--- config.mk ---
export PLATFORM = sky130hd
export DESIGN_NAME = fixed_block_free_list_allocator
export DESIGN_NICKNAME = d
export VERILOG_FILES = /design/src/rtl/fbfl_pkg.sv /design/src/rtl/fbfl_ctrl.sv /design/src/rtl/fbfl_dp.sv /design/src/rtl/fixed_block_free_list_allocator.sv
export SDC_FILE = /design/constraint.sdc
export NUM_CORES = 2
export LEC_CHECK = 0
export ABC_AREA = 1
export BUFFER_PORTS_ARGS = -buffer_cell sky130_fd_sc_hd__buf_4
export CAP_MARGIN = 10
export CORE_AREA = 2 2 531 533
export DETAILED_ROUTE_END_ITERATION = 10
export DIE_AREA = 0 0 533 535
export GPL_TIMING_DRIVEN = 0
export MAX_ROUTING_LAYER = met4
export PLACE_DENSITY = 0.58
export REMOVE_ABC_BUFFERS = 1
export SETUP_SLACK_MARGIN = 0.05
export SYNTH_ARGS = -nofsm -noshare
export SYNTH_HDL_FRONTEND = slang
export SYNTH_HIERARCHICAL = 1
export SYNTH_SLANG_ARGS = --single-unit
--- constraint.sdc ---
create_clock -name clk -period 20.4 [get_ports clk]
set_clock_uncertainty 0.1 [all_clocks]
set_input_delay 0 -clock clk [delete_from_list [all_inputs] [get_ports clk]]
set_output_delay 0 -clock clk [all_outputs]
set_load 0.01 [all_outputs]
--- src/rtl/fbfl_pkg.sv ---
`default_nettype none
package fbfl_pkg;

  localparam int MAX_BLOCKS = 256;
  localparam int IDX_W = $clog2(MAX_BLOCKS);
  localparam int LINK_W = IDX_W + 1;
  localparam logic [LINK_W-1:0] END_MARK = LINK_W'(MAX_BLOCKS);

  localparam logic [1:0] REG_BASE = 2'd0;
  localparam logic [1:0] REG_SIZE = 2'd1;
  localparam logic [1:0] REG_COUNT = 2'd2;

  typedef enum logic [1:0] {
    MODE_ALLOC = 2'd0,
    MODE_FREE = 2'd1,
    MODE_REBUILD = 2'd2
  } mode_t;

  typedef enum logic [1:0] {
    ST_OK = 2'd0,
    ST_EMPTY = 2'd1,
    ST_RANGE = 2'd2
  } status_t;

  typedef struct packed {
    mode_t mode;
    logic [7:0] block_index;
  } cmd_t;

  typedef struct packed {
    status_t status;
    logic [7:0] granted_index;
    logic [31:0] granted_address;
  } result_t;

  typedef enum logic [2:0] {
    S_IDLE,
    S_ALLOC,
    S_POP,
    S_FREE,
    S_BUILD,
    S_NOP
  } state_t;

  typedef enum logic [1:0] {
    WR_NONE,
    WR_FREE,
    WR_BUILD
  } wr_sel_t;

  typedef enum logic [2:0] {
    HEAD_HOLD,
    HEAD_POP,
    HEAD_PUSH,
    HEAD_ZERO,
    HEAD_END
  } head_sel_t;

  typedef struct packed {
    logic latch;
    logic mem_rd;
    wr_sel_t wr_sel;
    head_sel_t head_sel;
    logic cnt_inc;
    logic resp;
    status_t resp_status;
    logic resp_grant;
  } ctrl_cmd_t;

  typedef struct packed {
    logic head_end;
    logic free_oob;
    logic build_zero;
    logic build_last;
  } dp_stat_t;

endpackage
`default_nettype wire

--- src/rtl/fbfl_ctrl.sv ---
`default_nettype none
module fbfl_ctrl (
  input  wire logic                 clk,
  input  wire logic                 rst,
  input  wire logic                 start,
  input  wire fbfl_pkg::mode_t      mode,
  input  wire fbfl_pkg::dp_stat_t   st,
  output fbfl_pkg::ctrl_cmd_t       cmds,
  output logic                      busy
);

  fbfl_pkg::state_t state, state_next;

  always_ff @(posedge clk) begin
    if (rst) begin
      state <= fbfl_pkg::S_IDLE;
    end else begin
      state <= state_next;
    end
  end

  always_comb begin
    state_next = state;
    case (state)
      fbfl_pkg::S_IDLE: begin
        if (start) begin
          case (mode)
            fbfl_pkg::MODE_ALLOC:   state_next = fbfl_pkg::S_ALLOC;
            fbfl_pkg::MODE_FREE:    state_next = fbfl_pkg::S_FREE;
            fbfl_pkg::MODE_REBUILD: state_next = fbfl_pkg::S_BUILD;
            default:                state_next = fbfl_pkg::S_NOP;
          endcase
        end
      end
      fbfl_pkg::S_ALLOC: begin
        state_next = st.head_end ? fbfl_pkg::S_IDLE : fbfl_pkg::S_POP;
      end
      fbfl_pkg::S_BUILD: begin
        if (st.build_zero || st.build_last) begin
          state_next = fbfl_pkg::S_IDLE;
        end
      end
      fbfl_pkg::S_POP,
      fbfl_pkg::S_FREE,
      fbfl_pkg::S_NOP: state_next = fbfl_pkg::S_IDLE;
      default: state_next = fbfl_pkg::S_IDLE;
    endcase
  end

  always_comb begin
    cmds = '0;
    cmds.wr_sel = fbfl_pkg::WR_NONE;
    cmds.head_sel = fbfl_pkg::HEAD_HOLD;
    cmds.resp_status = fbfl_pkg::ST_OK;
    busy = 1'b1;
    case (state)
      fbfl_pkg::S_IDLE: begin
        busy = 1'b0;
        cmds.latch = start;
      end
      fbfl_pkg::S_ALLOC: begin
        if (st.head_end) begin
          cmds.resp = 1'b1;
          cmds.resp_status = fbfl_pkg::ST_EMPTY;
        end else begin
          cmds.mem_rd = 1'b1;
        end
      end
      fbfl_pkg::S_POP: begin
        cmds.head_sel = fbfl_pkg::HEAD_POP;
        cmds.resp = 1'b1;
        cmds.resp_grant = 1'b1;
      end
      fbfl_pkg::S_FREE: begin
        cmds.resp = 1'b1;
        if (st.free_oob) begin
          cmds.resp_status = fbfl_pkg::ST_RANGE;
        end else begin
          cmds.wr_sel = fbfl_pkg::WR_FREE;
          cmds.head_sel = fbfl_pkg::HEAD_PUSH;
        end
      end
      fbfl_pkg::S_BUILD: begin
        if (st.build_zero) begin
          cmds.head_sel = fbfl_pkg::HEAD_END;
          cmds.resp = 1'b1;
        end else begin
          cmds.wr_sel = fbfl_pkg::WR_BUILD;
          cmds.cnt_inc = 1'b1;
          if (st.build_last) begin
            cmds.head_sel = fbfl_pkg::HEAD_ZERO;
            cmds.resp = 1'b1;
          end
        end
      end
      fbfl_pkg::S_NOP: begin
        cmds.resp = 1'b1;
      end
      default: begin
        busy = 1'b1;
      end
    endcase
  end

endmodule
`default_nettype wire

--- src/rtl/fbfl_dp.sv ---
`default_nettype none
module fbfl_dp (
  input  wire logic                  clk,
  input  wire logic                  rst,
  input  wire logic [7:0]            block_index,
  input  wire logic                  cfg_valid,
  input  wire logic [1:0]            cfg_index,
  input  wire logic [31:0]           cfg_data,
  input  wire fbfl_pkg::ctrl_cmd_t   cmds,
  output fbfl_pkg::dp_stat_t         st,
  output logic                       done,
  output fbfl_pkg::result_t          result
);

  logic [31:0] base_address;
  logic [15:0] block_size;
  logic [8:0] block_count;

  logic [7:0] index_q;
  logic [fbfl_pkg::LINK_W-1:0] head;
  logic [fbfl_pkg::LINK_W-1:0] head_next;
  logic [fbfl_pkg::IDX_W-1:0] cnt;
  logic [fbfl_pkg::LINK_W-1:0] link_store [fbfl_pkg::MAX_BLOCKS];
  logic [fbfl_pkg::LINK_W-1:0] rdata;
  logic [23:0] prod;

  logic [8:0] eff_count;
  logic [fbfl_pkg::LINK_W-1:0] cnt_plus;
  logic [fbfl_pkg::IDX_W-1:0] wr_addr;
  logic [fbfl_pkg::LINK_W-1:0] wr_data;

  always_ff @(posedge clk) begin
    if (rst) begin
      base_address <= '0;
      block_size <= 16'd1;
      block_count <= 9'd256;
    end else if (cfg_valid) begin
      case (cfg_index)
        fbfl_pkg::REG_BASE:  base_address <= cfg_data;
        fbfl_pkg::REG_SIZE:  block_size <= cfg_data[15:0];
        fbfl_pkg::REG_COUNT: block_count <= cfg_data[8:0];
        default: ;
      endcase
    end
  end

  // A count above the pool capacity is taken as the capacity.
  assign eff_count = (block_count > 9'(fbfl_pkg::MAX_BLOCKS)) ?
                     9'(fbfl_pkg::MAX_BLOCKS) : block_count;
  assign cnt_plus = {1'b0, cnt} + fbfl_pkg::LINK_W'(1);

  assign st.head_end = (head >= fbfl_pkg::END_MARK);
  assign st.free_oob = ({1'b0, index_q} >= eff_count);
  assign st.build_zero = (eff_count == 9'd0);
  assign st.build_last = (cnt_plus == eff_count);

  always_ff @(posedge clk) begin
    if (cmds.latch) begin
      index_q <= block_index;
    end
  end

  always_ff @(posedge clk) begin
    if (cmds.latch) begin
      cnt <= '0;
    end else if (cmds.cnt_inc) begin
      cnt <= cnt_plus[fbfl_pkg::IDX_W-1:0];
    end
  end

  always_comb begin
    if (cmds.wr_sel == fbfl_pkg::WR_BUILD) begin
      wr_addr = cnt;
      wr_data = st.build_last ? fbfl_pkg::END_MARK : cnt_plus;
    end else begin
      wr_addr = index_q;
      wr_data = head;
    end
  end

  always_ff @(posedge clk) begin
    if (cmds.wr_sel != fbfl_pkg::WR_NONE) begin
      link_store[wr_addr] <= wr_data;
    end
    if (cmds.mem_rd) begin
      rdata <= link_store[head[fbfl_pkg::IDX_W-1:0]];
      prod <= {16'd0, head[fbfl_pkg::IDX_W-1:0]} * {8'd0, block_size};
    end
  end

  always_comb begin
    case (cmds.head_sel)
      fbfl_pkg::HEAD_POP:  head_next = (rdata > fbfl_pkg::END_MARK) ?
                                       fbfl_pkg::END_MARK : rdata;
      fbfl_pkg::HEAD_PUSH: head_next = {1'b0, index_q};
      fbfl_pkg::HEAD_ZERO: head_next = '0;
      fbfl_pkg::HEAD_END:  head_next = fbfl_pkg::END_MARK;
      default:             head_next = head;
    endcase
  end

  always_ff @(posedge clk) begin
    if (rst) begin
      head <= fbfl_pkg::END_MARK;
      done <= 1'b0;
    end else begin
      head <= head_next;
      done <= cmds.resp;
    end
  end

  // The result is taken while head still holds the block being popped.
  always_ff @(posedge clk) begin
    if (cmds.resp) begin
      result.status <= cmds.resp_status;
      if (cmds.resp_grant) begin
        result.granted_index <= head[fbfl_pkg::IDX_W-1:0];
        result.granted_address <= base_address + {8'd0, prod};
      end else begin
        result.granted_index <= '0;
        result.granted_address <= '0;
      end
    end
  end

  a_head_bounded: assert property (@(posedge clk) disable iff (rst)
    head <= fbfl_pkg::END_MARK)
    else $error("free list head beyond end mark");

  a_reset_empty: assert property (@(posedge clk)
    !rst && $past(rst) |-> head == fbfl_pkg::END_MARK)
    else $error("pool not empty after reset");

  a_fail_zero: assert property (@(posedge clk) disable iff (rst)
    done && result.status != fbfl_pkg::ST_OK |->
      result.granted_index == '0 && result.granted_address == '0)
    else $error("failed transfer carries a grant");

  a_range_no_write: assert property (@(posedge clk) disable iff (rst)
    cmds.resp && cmds.resp_status == fbfl_pkg::ST_RANGE |->
      cmds.wr_sel == fbfl_pkg::WR_NONE && cmds.head_sel == fbfl_pkg::HEAD_HOLD)
    else $error("out of range free changed the list");

endmodule
`default_nettype wire

--- src/rtl/fixed_block_free_list_allocator.sv ---
`default_nettype none
// Fixed-size block pool managed as a linked free list of block indices.
// Command channel: cmd is taken at a rising edge with start high and busy low.
// Mode allocate pops the list head, free pushes cmd.block_index, rebuild
// links blocks 0 to block_count-1 in order with the head at block 0.
// Every command gives one result on result, marked by done for one cycle;
// the receiver cannot hold it off, and a new command may be started in the
// cycle that done is high.
// Allocate passes through S_ALLOC and S_POP (an empty pool answers from
// S_ALLOC); free answers from S_FREE, an unused mode from S_NOP, and rebuild
// walks n blocks, n the block_count capped at 256 (no writes for n zero).
// The rebuild walk writes one link entry per cycle through the single write
// port of the link memory, and allocate waits on the registered link read.
// Configuration: cfg_index/cfg_data are written when cfg_valid and cfg_ready
// are both high; cfg_ready is always high. Write only while idle.
// Reset leaves the pool empty (head at the end mark) and the registers at
// base 0, block size 1, count 256. The link memory is not cleared; run a
// rebuild before the first allocate.
module fixed_block_free_list_allocator (
  input  wire logic                clk,
  input  wire logic                rst,
  input  wire logic                start,
  output logic                     busy,
  input  wire fbfl_pkg::cmd_t      cmd,
  output logic                     done,
  output fbfl_pkg::result_t        result,
  input  wire logic                cfg_valid,
  output logic                     cfg_ready,
  input  wire logic [1:0]          cfg_index,
  input  wire logic [31:0]         cfg_data
);

  fbfl_pkg::ctrl_cmd_t cmds;
  fbfl_pkg::dp_stat_t st;

  assign cfg_ready = 1'b1;

  fbfl_ctrl u_ctrl (
    .clk  (clk),
    .rst  (rst),
    .start(start),
    .mode (cmd.mode),
    .st   (st),
    .cmds (cmds),
    .busy (busy)
  );

  fbfl_dp u_dp (
    .clk        (clk),
    .rst        (rst),
    .block_index(cmd.block_index),
    .cfg_valid  (cfg_valid),
    .cfg_index  (cfg_index),
    .cfg_data   (cfg_data),
    .cmds       (cmds),
    .st         (st),
    .done       (done),
    .result     (result)
  );

endmodule
`default_nettype wire
### Word level (Yosys, flattened, before mapping)

Memory sizes are Yosys's and may differ from the RTL's. A register that Yosys moved wholly into a read port is not among the register bits.
Cells that the tools add are included.

* add/subtract/negate cells: 2
* multipliers: 1
* order comparisons: 4
* eq/ne operators: 17
* muxes and demuxes: 32
* reductions and logical operators: 12

Operators with widths (count)
* 2-to-1 mux 9 bit: 4
* one-hot mux 9 bit (4 select lines): 1
* adder 32 x 24 -> 32 bit: 1
* one-hot mux 3 bit (3 select lines): 3
* multiplier 8 x 16 -> 24 bit: 1
* greater-than comparator 9 bit (second input constant): 2
* equality test 3 x 2 -> 1 bit (second input constant): 4
* 2-to-1 mux 3 bit: 4
* 2-to-1 mux 1 bit: 11
* adder 8 x 1 -> 9 bit (second input constant): 1
* equality test 3 bit (second input constant): 3
* equality test 9 bit: 1
* greater-or-equal comparator 8 x 9 -> 1 bit: 1
* greater-or-equal comparator 9 bit (second input constant): 1
* logical NOT 9 bit: 1
* 2-to-1 mux 2 bit: 4
* 2-to-1 mux 8 bit: 1
* one-hot mux 2 bit (2 select lines): 2
* AND reduction 2 bit: 4
* equality test 2 bit (second input constant): 3
* equality test 3 x 1 -> 1 bit (second input constant): 2
* equality test 2 x 1 -> 1 bit (second input constant): 2
* logical NOT 2 bit: 2
* 2-to-1 mux 4 bit: 1
* 8 further kinds: 8

* register bits after elaboration: 152
* RAM bits: 2304
* bits of input ports: 48
* output and inout port bits: 45
* word-level logic and storage cells: 81
* memories kept: 1

Memories
* u_dp.link_store: words 256, width 9, read ports 1, clocked after Yosys merged registers in 1, wr ports 1, line fbfl_dp.sv:23 `logic [fbfl_pkg::LINK_W-1:0] link_store [fbfl_pkg::MAX_BLOCKS];`

### Longest topological paths before layout

* depth in word-level cells: 8
* gate-level depth with buffers: 23

### By module

The synthesis kept the hierarchy.

Modules (own cells, without submodules)
* fbfl_dp: times used 1, cells each 9319, area an instance 105398.6 um2, seq. area each 73180.2 um2
* fbfl_ctrl: times used 1, cells each 48, area an instance 296.5 um2, seq. area each 60.1 um2
* fixed_block_free_list_allocator: times used 1, cells each 2, area an instance 11.3 um2, seq. area each 0.0 um2

### Least setup slack after synthesis

Ideal clock, no wire load.

* path type: flip-flop to flip-flop
* start: reg u_dp.block_count[8]
* end: mem u_dp/link_store[0][0] in the netlist's numbering, data pin
* library setup time: 2187 ps
* arrival: 12113 ps
* data required time: 18113 ps
* path slack: 6000 ps
* stages on the path, launching flop included: 11
* path buffers: 2
* clock period less this slack: 14400 ps
* path through: dfxtp_1 buf_2 o21ai_0 nand2_1 nand4_1 a2111oi_0 nor2_1 inv_1 nor2_4 buf_2 o21ai_0

RTL lines
* from (decl): line fbfl_dp.sv:17 `logic [8:0] block_count;`
* from (signal assigned): line fbfl_dp.sv:41 `fbfl_pkg::REG_COUNT: block_count <= cfg_data[8:0];`
* to (decl): line fbfl_dp.sv:23

==> results.yml <==
run_status:
  outcome: "finished, final reports clean"
min_path:
  hold_path.class: "in2reg"
  hold_end: "u_dp/block_size[0]$_SDFFE_PP1P_"
  min_from: "rst"
  worstHoldPathCells: 4
logic_synthesis:
  avgSynthCellArea_sq_um: 11.3
  synthFlopType: "edfxtp_1"
  yosysTopAreaCell: "edfxtp_1"
  synth_cell_type_count: 52
  muxShareOfSynthArea_pct: 0
  seq_area_frac_synth_pct: 69.3
  yosysWarnings: 6
  async_flop_share_pct: 0
  syn-cell-area_sq_um: 106000
  synth_fa_ha_area_share_pct: 2.52
  synth_compound_area_share_pct: 1.47
  ys_ff_latch: 2465
  synth-simple-area-share_pct: 22.7
  synth_xor_area_share_pct: 0.257
  synth_top_family_by_area: "simple AND/OR/NAND/NOR gates"
  synth_edf_count: 2387
  yosys-top-cells-area: "edfxtp_1, nand3_1, nand2_1"
  synthCells: 9369
  synth.top_cell.area_share_pct: 67.8
clock_tree:
  cts_buffers: 241
  post_cts_resized: 0
  clk_path_buf_depth: 3
  clock-root-buffer: "clkbuf_16"
  clock_sinks: 2465
  htree_levels: 4
  clk_latency_ns: 0.92
  cts.clk_slew.worst_paths_ns: 0.06
  cts_tree: "done"
setup_path:
  worstReg2RegStart: "u_dp/block_count[8]$_SDFFE_PP1P_"
  crit_buf_inv: 4
  critPathCaptureType: "register"
  max_stage_delay_ns: 1.12
  reg2reg_to: "u_dp/link_store[62][4]$_DFFE_PP_"
  cp.required_ns: 20.81
  critical-path-top-delay-family: "simple AND/OR/NAND/NOR gates"
  worstPathMaxFanout: 19
  critical_path.most_common_cell: "nor2_1"
  ff2ff_setup_slack_ns: 14.34
  crit_path_start_kind: "register"
  path_cells: "nor2_1, inv_1, ha_1, nand2_1, o211ai_1, nand3_1, nand2_1, nand3_1, nand2_1, a21oi_1, nor2_1, nor2_1, nor2_4, inv_2, nor2_2, inv_1, o21ai_4, inv_2, nor2_4, nand3_4, nor2_1"
  cpMaxStageDelayCell: "nor2_1"
  worstSetupPathType: "reg2reg"
  reg2regPathDepth: 21
  crit_arrival_ns: 6.47
pwr:
  total_leakage_power_nw: 43.6
  ir_drop_uv: 75.8
  p_per_area_nw_per_um2: 91.1
  power_mw: 10.9
drt:
  route.final.wire_length_mm: 290
  drc_errors: 0
  vias_per_cell: 5.34
  drtPass1Iterations: 6
  drt_iter0_drc: 7019
  ant_nets: 0
  vias: 70900
  drt-wirelength-per-cell_microns: 21.9
floorplan:
  rows: 194
  io_pins: 93
  die_h_microns: 535
  die-area_sq_um: 285000
  initial_core_util_pct: 37.9
  design.core.area_sq_um: 279000
  die_w_microns: 533
global_route:
  grt_pass1_wl_mm: 433
  grt_max_degree: 157
  antenna_found_initial: 4
  grt_usage_pct: 20.5
  overflow: 0
  grt_pass1_vias: 67100
layout:
  areaGrowthSynthToFinish_pct: 13.6
  fillCellCount: 25500
  final_cell_mix: "nand2_1, edfxtp_1, nand3_1"
  drive_above_1_share_pct: 6.68
  nNetsFinal: 9554
  layout_commonest_cell: "nand2_1"
sta:
  setup_viol: 0
  final-max-slew-violation-count: 0
  min_period_ns: 6.06
  relSlewSlack_pct: 23.1
  hold_viol_final: 0
  fmax_mhz: 165
  rsz0062_at_grt: "no"
  tns_ns: 0
  worstMarginPinSlew_ns: 1.15
  finalHoldWorstSlack_ns: 0.248
  layout_setup_ws_ns: 14.34
  fin_crit_sh_pct: 29.7
placement:
  dp.final_hpwl_mm: 171
  dp_slack_ns: 14.53
  gp_congestion: 0.877
  io_buffers: 91
flow_run:
  maxCapViolCount: 0
-- synthesized netlist by cell type (3+ instances only) --
cell / instances
nor2_1: 419
o21ai_4: 5
inv_2: 13
a211oi_1: 3
nand2_2: 21
dfxtp_1: 78
nand3_1: 2330
nor4_1: 10
ha_1: 77
o21ai_0: 108
or2_1: 5
a22oi_1: 4
clkinv_1: 3
clkbuf_1: 151
inv_1: 318
nor2_4: 11
xnor2_1: 10
o211ai_1: 4
edfxtp_1: 2387
a21oi_1: 111
nand2_4: 3
buf_4: 29
buf_6: 6
nor2_2: 9
nand2_1: 2657
o21bai_1: 9
or2_2: 4
buf_1: 128
o21ai_2: 3
nor3_1: 10
buf_2: 283
nand3_4: 3
a31oi_1: 4
fa_1: 85
a21o_1: 4
nand4_1: 12
a221oi_1: 9
nand3_2: 4
xor2_1: 21
-- logic make-up after synthesis --
family / count (synthesis)
compound gates: 274
flops: 2465
buf+inv: 933
fa+ha+maj: 162
other cells: 1
xor+xnor: 31
simple gates: 5503
-- report_power, final --
part | total [mW] | internal, mW | switching [mW]
registers | 5.67 | 5.64 | 0.0318
clock network | 4.26 | 2.38 | 1.89
logic | 1.01 | 0.286 | 0.725
-- worst max path at each step --
stage	slack [ns]	start	depth (start not counted)	end
after global routing	14.04	u_dp/block_count[8]$_SDFFE_PP1P_	19	u_dp/link_store[141][6]$_DFFE_PP_
final	14.34	u_dp/block_count[8]$_SDFFE_PP1P_	21	u_dp/link_store[62][4]$_DFFE_PP_
after global placement	-295.40	u_dp/head[0]$_SDFFE_PP0P_	2	u_dp/link_store[12][0]$_DFFE_PP_
after CTS	14.48	u_dp/block_count[8]$_SDFFE_PP1P_	21	u_dp/link_store[62][6]$_DFFE_PP_
after floorplan	-96.61	u_dp/head[0]$_SDFFE_PP0P_	2	u_dp/link_store[0][0]$_DFFE_PP_
after detailed placement	14.53	u_dp/block_count[8]$_SDFFE_PP1P_	21	u_dp/link_store[62][5]$_DFFE_PP_
-- tightest hold or removal path, cell delays in order --
cell	delay, ns
dlygate4sd3_1	0.53
buf_4	0.13
inv_2	0.34
nand3_1	0.22
-- per-stage QoR --
stage / util (%) / cells / cell area, sq um
floorplan: - / 8772 / 103000
global placement: 38.8 / 12600 / 108000
detailed placement: 39.9 / 12700 / 111000
CTS: 43.1 / 13300 / 120000
global route: 43.1 / 13300 / 120000
finish: 43.1 / 13300 / 120000
-- flip-flops by register name, indices dropped and copies added, names as in the netlist --
signal	flops
u_dp/prod	24
u_dp/base_address	32
u_dp/block_count	9
u_dp/index_q	8
u_dp/cnt	8
u_ctrl/state	3
u_dp/block_size	16
u_dp/rdata	9
u_dp/link_store	2304
u_dp/head	9
u_dp/done	1
u_dp/result	42
-- layer usage --
| layer | up-vias | GRT usage (%) | routed length, microns | share of wire [%] |
|---|---|---|---|---|
| met5 | - | - | 0 | 0 |
| met4 | 0 | 7.39 | 9500 | 3.3 |
| met3 | 458 | 2.80 | 21900 | 7.5 |
| met2 | 2732 | 31.4 | 135000 | 47 |
| met1 | 35000 | 27.9 | 124000 | 43 |
| li1 | 32700 | - | - | - |
-- area by class of cell --
class,count,area (sq um),share of cell area [%]
clock buffers,297,6330,5.27
repair buffers,329,4830,4.02
well taps,3724,4660,3.88
flip-flops and latches,2465,73300,61.0
multi-input cells,5971,28600,23.8
clock inverters,144,1140,0.951
diodes,8,20.0,0.0167
inverters,336,1300,1.08
-- what timing repair did --
action | in CTS | in global routing
endpoints found under the hold margin | 88 | 0
hold buffers | 121 | 0
endpoints found under the setup margin | 0 | 0
buffers inserted | 0 | 0
Note: power is estimated with default switching activity, not from simulation.
